File: config.mk
export PLATFORM = sky130hd
export DESIGN_NAME = breakpoint_table_manager
export DESIGN_NICKNAME = d
export VERILOG_FILES = /design/src/rtl/btm_pkg.sv /design/src/rtl/btm_ctrl.sv /design/src/rtl/btm_datapath.sv /design/src/rtl/breakpoint_table_manager.sv
export SDC_FILE = /design/constraint.sdc
export NUM_CORES = 2
export LEC_CHECK = 0
export BUFFER_PORTS_ARGS = -buffer_cell sky130_fd_sc_hd__buf_2
export CORE_UTILIZATION = 30
export DETAILED_ROUTE_END_ITERATION = 16
export GPL_TIMING_DRIVEN = 0
export PLACE_DENSITY_LB_ADDON = 0.3
export SYNTH_ARGS = -nofsm -noshare
export SYNTH_HDL_FRONTEND = slang
export SYNTH_SLANG_ARGS = --single-unit
File: constraint.sdc
create_clock -name clock -period 6.2 [get_ports clock]
set_input_delay 0.62 -clock clock [delete_from_list [all_inputs] [get_ports clock]]
set_output_delay 0.62 -clock clock [all_outputs]
set_load 0.1 [all_outputs]
File: src/rtl/btm_pkg.sv
// btm_pkg: types and constants shared by the breakpoint table manager
// request and response payloads, command and status structs, controller states
// no dependencies
`default_nettype none

package btm_pkg;

   localparam int unsigned ADDR_W = 32;
   localparam int unsigned KEY_W  = 29;
   localparam int unsigned CODE_W = 16;
   localparam int unsigned CSR_W  = 32;

   localparam logic [1:0] MODE_SET        = 2'd0;
   localparam logic [1:0] MODE_CLEAR      = 2'd1;
   localparam logic [1:0] MODE_QUERY      = 2'd2;
   localparam logic [1:0] MODE_QUERY_ALT  = 2'd3;

   localparam logic [1:0] STATUS_OK          = 2'd0;
   localparam logic [1:0] STATUS_MISS        = 2'd1;
   localparam logic [1:0] STATUS_UNSUPPORTED = 2'd2;

   localparam logic CSR_WINDOW_LOW  = 1'b0;
   localparam logic CSR_WINDOW_HIGH = 1'b1;

   localparam logic [CSR_W-1:0]  WINDOW_LOW_RESET  = 32'h0000_0000;
   localparam logic [CSR_W-1:0]  WINDOW_HIGH_RESET = 32'h5FFF_FFFF;
   localparam logic [KEY_W-1:0]  ADDR_MASK         = 29'h1FFF_FFFE;
   localparam logic [CODE_W-1:0] TRAP_CODE         = 16'hDF10;
   localparam logic [ADDR_W-1:0] FLAG_COUNT        = 32'd15;

   typedef struct packed {
      logic [1:0]        mode;
      logic [ADDR_W-1:0] address;
      logic [CODE_W-1:0] original_code;
   } req_type;

   typedef struct packed {
      logic [1:0]        status;
      logic              hit;
      logic              write_enable;
      logic [KEY_W-1:0]  write_address;
      logic [CODE_W-1:0] write_data;
   } rsp_type;

   typedef struct packed {
      logic accept;
      logic scan_start;
      logic scan;
      logic fetch;
      logic finish;
   } cmd_type;

   typedef struct packed {
      logic in_window;
      logic scan_done;
      logic out_free;
   } stat_type;

   typedef enum logic [2:0] {
      ST_IDLE,
      ST_DECODE,
      ST_SCAN,
      ST_FETCH,
      ST_FINISH
   } state_type;

endpackage

`default_nettype wire

File: src/rtl/btm_ctrl.sv
// btm_ctrl: controller state machine of the breakpoint table manager
// sequences decode, slot scan, saved code fetch and response load
// depends on btm_pkg
`default_nettype none

module btm_ctrl
   import btm_pkg::*;
(
   input  wire logic     clock,
   input  wire logic     reset,
   input  wire logic     req_valid,
   output      logic     req_stall,
   input  wire stat_type stat,
   output      cmd_type  cmd
);

   state_type state_ff;
   state_type state_in;

   always_ff @(posedge clock) begin
      if (reset) begin
         state_ff <= ST_IDLE;
      end else begin
         state_ff <= state_in;
      end
   end

   always_comb begin
      state_in = state_ff;
      case (state_ff)
         ST_IDLE: begin
            if (req_valid) state_in = ST_DECODE;
         end
         ST_DECODE: begin
            state_in = stat.in_window ? ST_SCAN : ST_FINISH;
         end
         ST_SCAN: begin
            if (stat.scan_done) state_in = ST_FETCH;
         end
         ST_FETCH: begin
            state_in = ST_FINISH;
         end
         ST_FINISH: begin
            if (stat.out_free) state_in = ST_IDLE;
         end
         default: begin
            state_in = ST_IDLE;
         end
      endcase
   end

   always_comb begin
      cmd       = '0;
      req_stall = 1'b1;
      case (state_ff)
         ST_IDLE: begin
            req_stall  = 1'b0;
            cmd.accept = req_valid;
         end
         ST_DECODE: begin
            cmd.scan_start = 1'b1;
         end
         ST_SCAN: begin
            cmd.scan = 1'b1;
         end
         ST_FETCH: begin
            cmd.fetch = 1'b1;
         end
         ST_FINISH: begin
            cmd.finish = stat.out_free;
         end
         default: begin
            cmd = '0;
         end
      endcase
   end

endmodule

`default_nettype wire

File: src/rtl/btm_datapath.sv
// btm_datapath: request register, window registers, slot tables, flags and response register
// scans the slot table one entry per cycle under control of btm_ctrl
// depends on btm_pkg
`default_nettype none

module btm_datapath
   import btm_pkg::*;
#(
   parameter int unsigned TABLE_SLOTS = 32
)
(
   input  wire logic       clock,
   input  wire logic       reset,
   input  wire req_type    req_payload,
   input  wire logic       csr_write_enable,
   input  wire logic       csr_index,
   input  wire logic [CSR_W-1:0] csr_write_data,
   input  wire logic       rsp_stall,
   output      logic       rsp_valid,
   output      rsp_type    rsp_payload,
   input  wire cmd_type    cmd,
   output      stat_type   stat
);

   localparam int unsigned IDX_W = (TABLE_SLOTS > 1) ? $clog2(TABLE_SLOTS) : 1;
   localparam int unsigned CNT_W = $clog2(TABLE_SLOTS + 1);
   localparam logic [CNT_W-1:0] SLOT_COUNT = CNT_W'(TABLE_SLOTS);

   req_type            req_ff;
   logic [CSR_W-1:0]   win_low_ff;
   logic [CSR_W-1:0]   win_high_ff;

   logic [KEY_W-1:0]   slot_addr_ff [TABLE_SLOTS];
   logic [CODE_W-1:0]  slot_code_ff [TABLE_SLOTS];
   logic [TABLE_SLOTS-1:0] slot_valid_ff;

   logic [CNT_W-1:0]   rd_idx_ff;
   logic               cmp_pending_ff;
   logic [IDX_W-1:0]   cmp_idx_ff;
   logic [KEY_W-1:0]   rd_addr_ff;
   logic               rd_valid_ff;
   logic               found_ff;
   logic [IDX_W-1:0]   found_idx_ff;
   logic [CODE_W-1:0]  code_rd_ff;

   logic [FLAG_COUNT-1:0] flag_ff;

   logic               rsp_valid_ff;
   rsp_type            rsp_ff;
   rsp_type            rsp_in;

   logic [KEY_W-1:0]   key;
   logic [KEY_W-1:0]   target;
   logic [KEY_W-1:0]   entry;
   logic               in_window;
   logic               in_flags;
   logic               rd_more;
   logic               match;
   logic               scan_done;
   logic               out_free;
   logic               commit_set;
   logic               commit_clear;
   logic [3:0]         flag_idx;

   assign key       = req_ff.address[KEY_W-1:0] & ADDR_MASK;
   assign target    = (req_ff.mode == MODE_SET) ? '0 : key;
   assign in_window = (req_ff.address >= win_low_ff) && (req_ff.address <= win_high_ff);
   assign in_flags  = req_ff.address < FLAG_COUNT;
   assign flag_idx  = req_ff.address[3:0];
   assign rd_more   = rd_idx_ff < SLOT_COUNT;
   assign entry     = rd_valid_ff ? rd_addr_ff : '0;
   assign match     = cmp_pending_ff && (entry == target);
   assign scan_done = match || (!cmp_pending_ff && !rd_more);
   assign out_free  = !rsp_valid_ff || !rsp_stall;

   assign commit_set   = cmd.finish && in_window && (req_ff.mode == MODE_SET) && found_ff;
   assign commit_clear = cmd.finish && in_window && (req_ff.mode == MODE_CLEAR) && found_ff;

   assign stat.in_window = in_window;
   assign stat.scan_done = scan_done;
   assign stat.out_free  = out_free;

   // request and window registers
   always_ff @(posedge clock) begin
      if (cmd.accept) req_ff <= req_payload;
   end

   always_ff @(posedge clock) begin
      if (reset) begin
         win_low_ff  <= WINDOW_LOW_RESET;
         win_high_ff <= WINDOW_HIGH_RESET;
      end else if (csr_write_enable) begin
         case (csr_index)
            CSR_WINDOW_LOW:  win_low_ff  <= csr_write_data;
            CSR_WINDOW_HIGH: win_high_ff <= csr_write_data;
            default: begin
               win_low_ff <= win_low_ff;
            end
         endcase
      end
   end

   // scan counters
   always_ff @(posedge clock) begin
      if (reset) begin
         rd_idx_ff      <= '0;
         cmp_pending_ff <= 1'b0;
         found_ff       <= 1'b0;
      end else if (cmd.scan_start) begin
         rd_idx_ff      <= '0;
         cmp_pending_ff <= 1'b0;
         found_ff       <= 1'b0;
      end else if (cmd.scan) begin
         if (rd_more) rd_idx_ff <= rd_idx_ff + 1'b1;
         cmp_pending_ff <= rd_more;
         if (scan_done) found_ff <= match;
      end
   end

   always_ff @(posedge clock) begin
      if (cmd.scan) begin
         cmp_idx_ff <= rd_idx_ff[IDX_W-1:0];
         if (scan_done) found_idx_ff <= cmp_idx_ff;
      end
   end

   // slot tables
   always_ff @(posedge clock) begin
      if (cmd.scan && rd_more) begin
         rd_addr_ff  <= slot_addr_ff[rd_idx_ff[IDX_W-1:0]];
         rd_valid_ff <= slot_valid_ff[rd_idx_ff[IDX_W-1:0]];
      end
      if (commit_set) begin
         slot_addr_ff[found_idx_ff] <= key;
         slot_code_ff[found_idx_ff] <= req_ff.original_code;
      end
   end

   always_ff @(posedge clock) begin
      if (cmd.fetch) code_rd_ff <= slot_code_ff[found_idx_ff];
   end

   always_ff @(posedge clock) begin
      if (reset) begin
         slot_valid_ff <= '0;
      end else if (commit_set) begin
         slot_valid_ff[found_idx_ff] <= 1'b1;
      end else if (commit_clear) begin
         slot_valid_ff[found_idx_ff] <= 1'b0;
      end
   end

   // enable flags
   always_ff @(posedge clock) begin
      if (reset) begin
         flag_ff <= '0;
      end else if (cmd.finish && !in_window && in_flags) begin
         case (req_ff.mode)
            MODE_SET:   flag_ff[flag_idx] <= 1'b1;
            MODE_CLEAR: flag_ff[flag_idx] <= 1'b0;
            default: begin
               flag_ff <= flag_ff;
            end
         endcase
      end
   end

   // response
   always_comb begin
      rsp_in = '0;
      if (in_window) begin
         case (req_ff.mode)
            MODE_SET: begin
               if (found_ff) begin
                  rsp_in.write_enable  = 1'b1;
                  rsp_in.write_address = key;
                  rsp_in.write_data    = TRAP_CODE;
               end else begin
                  rsp_in.status = STATUS_MISS;
               end
            end
            MODE_CLEAR: begin
               if (found_ff) begin
                  rsp_in.write_enable  = 1'b1;
                  rsp_in.write_address = key;
                  rsp_in.write_data    = code_rd_ff;
               end else begin
                  rsp_in.status = STATUS_MISS;
               end
            end
            default: begin
               rsp_in.hit = found_ff;
            end
         endcase
      end else if (in_flags) begin
         if (req_ff.mode inside {MODE_QUERY, MODE_QUERY_ALT}) begin
            rsp_in.hit = flag_ff[flag_idx];
         end
      end else begin
         rsp_in.status = STATUS_UNSUPPORTED;
      end
   end

   always_ff @(posedge clock) begin
      if (reset) begin
         rsp_valid_ff <= 1'b0;
      end else if (cmd.finish) begin
         rsp_valid_ff <= 1'b1;
      end else if (!rsp_stall) begin
         rsp_valid_ff <= 1'b0;
      end
   end

   always_ff @(posedge clock) begin
      if (cmd.finish) rsp_ff <= rsp_in;
   end

   assign rsp_valid   = rsp_valid_ff;
   assign rsp_payload = rsp_ff;

endmodule

`default_nettype wire

File: src/rtl/breakpoint_table_manager.sv
// breakpoint_table_manager: top level, joins btm_ctrl and btm_datapath
// depends on btm_pkg, btm_ctrl, btm_datapath
//
//   port group  direction  handshake            carries
//   req_        in         req_valid/req_stall  mode, address, original_code
//   rsp_        out        rsp_valid/rsp_stall  status, hit, write_enable/address/data
//   csr_        in         csr_write_enable     window low (0) and high (1)
//
// one request at a time; a request in the window passes decode, a scan at one slot
// table read per cycle, saved code fetch and finish; others pass decode and finish
// the next request can already be taken while the response is shown and waits
// reset is synchronous and frees every slot and clears every flag
// rsp_stall holds only the finish step; csr writes are taken at any cycle
`default_nettype none

module breakpoint_table_manager
   import btm_pkg::*;
#(
   parameter int unsigned TABLE_SLOTS = 32
)
(
   input  wire logic             clock,
   input  wire logic             reset,
   input  wire logic             req_valid,
   output      logic             req_stall,
   input  wire req_type          req_payload,
   output      logic             rsp_valid,
   input  wire logic             rsp_stall,
   output      rsp_type          rsp_payload,
   input  wire logic             csr_write_enable,
   input  wire logic             csr_index,
   input  wire logic [CSR_W-1:0] csr_write_data
);

   cmd_type  cmd;
   stat_type stat;

   btm_ctrl u_ctrl (
      .clock     (clock),
      .reset     (reset),
      .req_valid (req_valid),
      .req_stall (req_stall),
      .stat      (stat),
      .cmd       (cmd)
   );

   btm_datapath #(
      .TABLE_SLOTS (TABLE_SLOTS)
   ) u_datapath (
      .clock            (clock),
      .reset            (reset),
      .req_payload      (req_payload),
      .csr_write_enable (csr_write_enable),
      .csr_index        (csr_index),
      .csr_write_data   (csr_write_data),
      .rsp_stall        (rsp_stall),
      .rsp_valid        (rsp_valid),
      .rsp_payload      (rsp_payload),
      .cmd              (cmd),
      .stat             (stat)
   );

endmodule

`default_nettype wire

Word-level counts from Yosys, hierarchy flattened
Memory sizes are Yosys's and may differ from the RTL's. A register that Yosys moved wholly into a read port is not among the register bits.
Cells that the tools add are included.
Word-level totals
  register bits: 262
  memories kept: 2
  word-level logic and storage cells: 123
  RAM bits: 1408
  input port bits: 88
Operators by class
  mux-type cells: 38
  equality and inequality tests: 12
  bitwise logic cells: 7
  reductions and logical operators: 33
  add/subtract/negate cells: 1
  magnitude comparators: 9
Memory list
  u_datapath.slot_addr_ff: words 32, bits a word 28, rd ports 1, clocked after memory_dff 1, wr ports 1, line btm_datapath.sv:33  | logic [KEY_W-1:0] slot_addr_ff [TABLE_SLOTS];
  u_datapath.slot_code_ff: words 32, bits a word 16, rd ports 1, clocked after memory_dff 1, wr ports 1, line btm_datapath.sv:34  | logic [CODE_W-1:0] slot_code_ff [TABLE_SLOTS];
Operators by type and width (number)
  2-to-1 mux 46 bit: 2
  one-hot mux 46 bit (2 select lines): 1
  2-to-1 mux 32 bit: 2
  2-to-1 mux 29 bit: 2
  bitwise AND 32 bit: 1
  >= comparator 32 bit: 1
  less-or-equal comparator 32 bit: 1
  < comparator 32 x 4 -> 1 bit, second input constant: 1
  NOT 32 bit: 1
  OR 32 bit: 1
  one-hot mux 15 bit (2 select lines): 1
  == test 29 bit: 1
  2-to-1 mux 1 bit: 19
  bitwise AND 15 bit: 1
  2-to-1 mux 3 bit: 5
  NOT 15 bit: 1
  OR 15 bit: 1
  one-hot mux 3 bit (5 select lines): 1
  logical AND 1 bit: 13
  < comparator 5 x 6 -> 1 bit, second input constant: 2
  AND reduction 2 bit: 5
  adder 6 x 1 -> 6 bit, second input constant: 1
  == test 3 x 2 -> 1 bit, second input constant: 2
  < comparator 6 bit, second input constant: 1
  22 further kinds: 33

Logic depth before layout (Yosys ltp)
  depth after elaboration: 8
  gate-level depth with buffers: 12
  depth with buffers taken out: 10

Hierarchy
A second synthesis with hierarchy kept.
Unflattened totals
  cell total of the unflattened synthesis: 3284
  area total of the unflattened synthesis: 65954.5 um2
Modules (own cells, without submodules)
  btm_datapath: area each 65735.5 um2, cells an instance 3258, times used 1, sequential area each 49277.3 um2
  btm_ctrl: area each 219.0 um2, cells an instance 26, times used 1, sequential area each 60.1 um2

Least setup slack after synthesis
Ideal clock, no wire load.
  path type: reg-to-reg
  from: reg u_datapath.req_ff (netlist bit u_datapath.key[7])
  to: mem u_datapath.slot_addr_ff[28][0] in the netlist's numbering (enable)
  period minus slack after synthesis: 6027 ps
  arrival: 5527 ps
  setup slack: 173 ps
  library setup time: 500 ps
  path buffers: 1
  cell stages (with the launch flop): 10
  path through: edfxtp_1 ha_1 a21oi_1 o21ai_0 a221o_1 nor3_1 a31o_2 nand3_1 buf_2 nor3_1
Between the ends
  longest elaborated chain between the ends: 7
  elaborated cells between the ends (all ways): 8
  classes of those cells: order compare: 2; mux: 2; reduce/logical: 4
Ends and longest elaborated chain
  start: declaration: line btm_datapath.sv:29  | req_type req_ff;
  start signal: assignment: line btm_datapath.sv:85  | if (cmd.accept) req_ff <= req_payload;
  >= comparator 32 bit / less-or-equal comparator 32 bit (equally long branches): line btm_datapath.sv:67  | assign in_window = (req_ff.address >= win_low_ff) && (req_ff.address <= win_high_ff);
  logical AND 1 bit (*): line btm_datapath.sv:67
  logical AND 1 bit (*) (3 in series): line btm_datapath.sv:76  | assign commit_set = cmd.finish && in_window && (req_ff.mode == MODE_SET) && found_ff;
  2-to-1 mux 1 bit (*): line btm_datapath.sv:133  | if (commit_set) begin
  2-to-1 mux 1 bit (implied by the code) (*): line btm_datapath.sv:134  | slot_addr_ff[found_idx_ff] <= key;
  end: declaration: line btm_datapath.sv:33
Mark *: on every way between the ends. The rest lies on a longest branch, timed or not.

Worst setup path after layout
  from: reg u_datapath.req_ff (netlist bit u_datapath.key[27])
  to: mem u_datapath.slot_addr_ff[22][22] in the netlist's numbering (enable)
Same word-level chain as after synthesis.

==> impl_metrics.py <==
metrics = {
    "sta": {
        "final_max_slew_viol_count": 0,
        "fin_tns_setup_ps": 0,
        "period_needed_ps": 5890,
        "slew_headroom": 0.0511,
        "tightest_slew_ps": 1420,
        "fin_skew_ps": 52.2,
        "setup_viol_count_final": 0,
        "fin_crit_sh": 0.950,
        "fmax_mhz": 170,
        "finalHoldViolations": 0,
        "rsz0062_at_grt": "no",
    },
    "placement": {
        "gp_congestion": 0.814,
        "place_area_mm2": 0.0738,
        "place_inst": 6525,
        "io_buffers": 136,
        "hpwl_um": 135000,
    },
    "pwr": {
        "leakage_nw": 25.7,
        "vdd_drop_max_v": 0.000290,
        "p_total_w": 0.0238,
        "power_density_mw_per_mm2": 297,
    },
    "logic_synthesis": {
        "yosys-top-cells-area": "edfxtp_1, mux4_2, dfxtp_1",
        "syn_nets": 3441,
        "synth-async-reset-ratio": 0,
        "synth_cells": 3288,
        "synth_largest_area_cell": "edfxtp_1",
        "ys_seq_area_frac": 0.746,
        "syn_avg_cell_area_um2": 20.1,
        "yosysUniqueCellTypes": 65,
        "synth_ff_type": "edfxtp_1",
        "yosys_warnings": 0,
        "synth-seq-cells": 1684,
        "synth_edf_count": 1561,
        "synth_area_mm2": 0.0661,
        "synth_top_cell_area_share": 0.709,
    },
    "routing": {
        "viasPerCell": 5.11,
        "drtAntennaViolNets": 0,
        "finalWirelength_um": 193000,
        "wl_per_cell_um": 28.0,
        "drc": 0,
        "drt_iter0_drc": 3882,
        "drtPass1Iterations": 6,
        "num_vias": 35300,
    },
    "global_route": {
        "grt_pass1_wl_um": 271000,
        "antenna_found_initial": 6,
        "track_usage": 0.172,
        "grt_start_max_net_pins": 50,
        "grt_overflow": 0,
        "grt_pass1_vias": 35300,
    },
    "cts": {
        "cts_max_level": 4,
        "clk_path_buf_depth": 3,
        "post-cts-setup-buffers": 0,
        "clock_sinks": 1684,
        "cts_tree": "built",
        "clk_pin_slew_worst_paths_ps": 60,
        "cts_made_buffers": 168,
        "clk_latency_ps": 850,
        "ctsRootBufferMaster": "clkbuf_16",
    },
    "die": {
        "die_area_mm2": 0.222,
        "initial_utilization": 0.303,
        "die_h_um": 471,
        "core_area_mm2": 0.218,
        "die_w_um": 471,
        "design.portCount": 139,
        "rows": 171,
    },
    "setup_path": {
        "cpMaxStageDelayCell": "edfxtp_1",
        "max_stage_delay_ps": 1210,
        "crit_type": "flip-flop to flip-flop",
        "crit_top_cell": "buf_6",
        "path_cells": "ha_1, a21oi_1, o21ai_0, a221oi_1, a32o_1, a31o_2, nand3_1, buf_2, nor3_2, buf_4, buf_6, buf_6",
        "cp.arrival_ps": 6410,
        "worstSetupEndpointType": "flip-flop",
        "path_max_fanout": 37,
        "worstPathRequired_ps": 6720,
        "startpoint_type": "flip-flop",
    },
    "final_layout": {
        "final_layout_size_suffix_gt1_frac": 0.292,
        "final_util": 0.367,
        "nets": 4054,
        "instances_no_fill": 6903,
        "postLayoutCellArea_mm2": 0.0801,
        "area_growth_pct": 21.1,
    },
    "worst_hold_path": {
        "hold_class": "input pin to flip-flop",
    },
    "outcome": {
        "outcome": "complete, no violations",
    },
    "job": {
        "cap_violations": 0,
    },
}
## synth_stat cells (all sizes together) (4+ instances only)
| library cell | n |
|---|---|
| a22oi | 72 |
| nor2 | 37 |
| nor4bb | 5 |
| mux2 | 29 |
| nor4 | 13 |
| a21oi | 77 |
| o22ai | 6 |
| a31oi | 7 |
| xnor2 | 7 |
| or2 | 8 |
| ha | 65 |
| a2111oi | 14 |
| buf | 62 |
| edfxtp | 1561 |
| mux2i | 49 |
| nand2b | 57 |
| nand4 | 37 |
| or4 | 4 |
| a21o | 5 |
| o21ai | 28 |
| and2 | 27 |
| and4 | 10 |
| nor3 | 69 |
| and3 | 31 |
| nor2b | 6 |
| nand2 | 121 |
| inv | 95 |
| clkbuf | 121 |
| mux4 | 422 |
| o211ai | 4 |
| dfxtp | 123 |
| a211o | 30 |
| nand3 | 50 |
## cell usage in the layout (no fill, tap or decap), types with 27 or more instances in the layout
| master | n |
|---|---|
| edfxtp_1 | 1561 |
| mux4_2 | 422 |
| buf_6 | 180 |
| clkbuf_16 | 173 |
| buf_2 | 164 |
| clkbuf_1 | 158 |
| dfxtp_1 | 123 |
| nand2_1 | 121 |
| inv_1 | 92 |
| a21oi_1 | 77 |
| a22oi_1 | 72 |
| ha_1 | 65 |
| nand2b_1 | 56 |
| dlygate4sd3_1 | 51 |
| nand3_1 | 50 |
| mux2i_1 | 49 |
| nand4_1 | 37 |
| nor3_1 | 36 |
| clkinv_1 | 36 |
| nor2_1 | 33 |
| nor3_2 | 33 |
| and3_1 | 31 |
| buf_16 | 31 |
| a211o_1 | 30 |
| mux2_2 | 29 |
| buf_1 | 28 |
| clkinv_2 | 28 |
| and2_1 | 27 |
## report_power, final
| group | switching (W) | internal, W | leakage [nW] |
|---|---|---|---|
| registers | 0.000171 | 0.0125 | 15.1 |
| clock network | 0.00447 | 0.00580 | 2.70 |
| logic | 0.000509 | 0.000330 | 7.90 |
| total | 0.00515 | 0.0187 | 25.7 |
## path summary, 6_finish.rpt
path | start | to | slack, ps | cells after the start
worst max-delay path | u_datapath.key[27] | u_datapath.slot_addr_ff[22][22] | 310 | 12
worst min register to register | u_datapath.cmp_idx_ff[0] | u_datapath.found_idx_ff[0] | 420 | 0
worst max register to register | u_datapath.key[27] | u_datapath.slot_addr_ff[22][22] | 310 | 12
worst min-delay path | req_payload[15] | u_datapath.req_ff[15] | 40 | 1
## final cells by class
type	count	area (um^2)
Antenna cell	6	15.0
Multi-Input combinational cell	1326	15900
Inverter	95	362
Buffer	183	741
Fill cell	19800	138000
Timing Repair Buffer	443	4650
Clock buffer	214	4490
Clock inverter	98	1050
Tap cell	2854	3570
Sequential cell	1684	49300
## kinds of logic after synthesis
logic type,share of synthesized area
AO/OA/AOI/OAI,0.0289
XOR/XNOR,0.00132
adder cells (fa/ha/maj),0.0123
buffers and inverters,0.0165
flip-flops,0.746
multiplexers,0.156
other,0.0000567
AND/OR/NAND/NOR,0.0386
## through the flow
stage / setup slack, ps / hold slack (ps)
5_1_grt: 34.4 / -1.71
6_report: 309 / 44.5
4_1_cts: 181 / 0.280
2_1_floorplan: 173 / 400
3_3_place_gp: -7260 / 402
3_5_place_dp: 258 / 409
## metal layers
layer	wire length, um	track usage	vias to the layer above
li1	-	-	14800
met1	81200	0.230	18900
met2	93700	0.281	1322
met3	11700	0.0288	304
met4	6750	0.0622	2
met5	13	0	-
## timing repair
action | in CTS | in global routing
hold buffers | 51 | 0
endpoints found under the setup margin | 0 | 0
gates resized for setup | 0 | 0
endpoints found under the hold margin | 51 | 0
## flip-flops by register name, summed over array words and instances, names as in the netlist, 3 cells and up, named ones only
name / count
u_ctrl.state_ff: 3
u_datapath.cmp_idx_ff: 5
u_datapath.code_rd_ff: 16
u_datapath.flag_idx: 4
u_datapath.found_idx_ff: 5
u_datapath.key: 25
u_datapath.rd_addr_ff: 28
u_datapath.rd_idx_ff: 6
u_datapath.req_ff: 21
u_datapath.rsp_payload: 48
u_datapath.slot_addr_ff: 896
u_datapath.slot_code_ff: 512
u_datapath.win_high_ff: 32
u_datapath.win_low_ff: 32
## critical path: cells and delay by family, from the launching register on
kind / cells / cell delay, ps
simple gates: 2 / 1480
flops: 1 / 1210
compound gates: 5 / 1210
buf+inv: 4 / 1180
fa+ha+maj: 1 / 430
No activity file was read; power rests on OpenSTA's default activity.
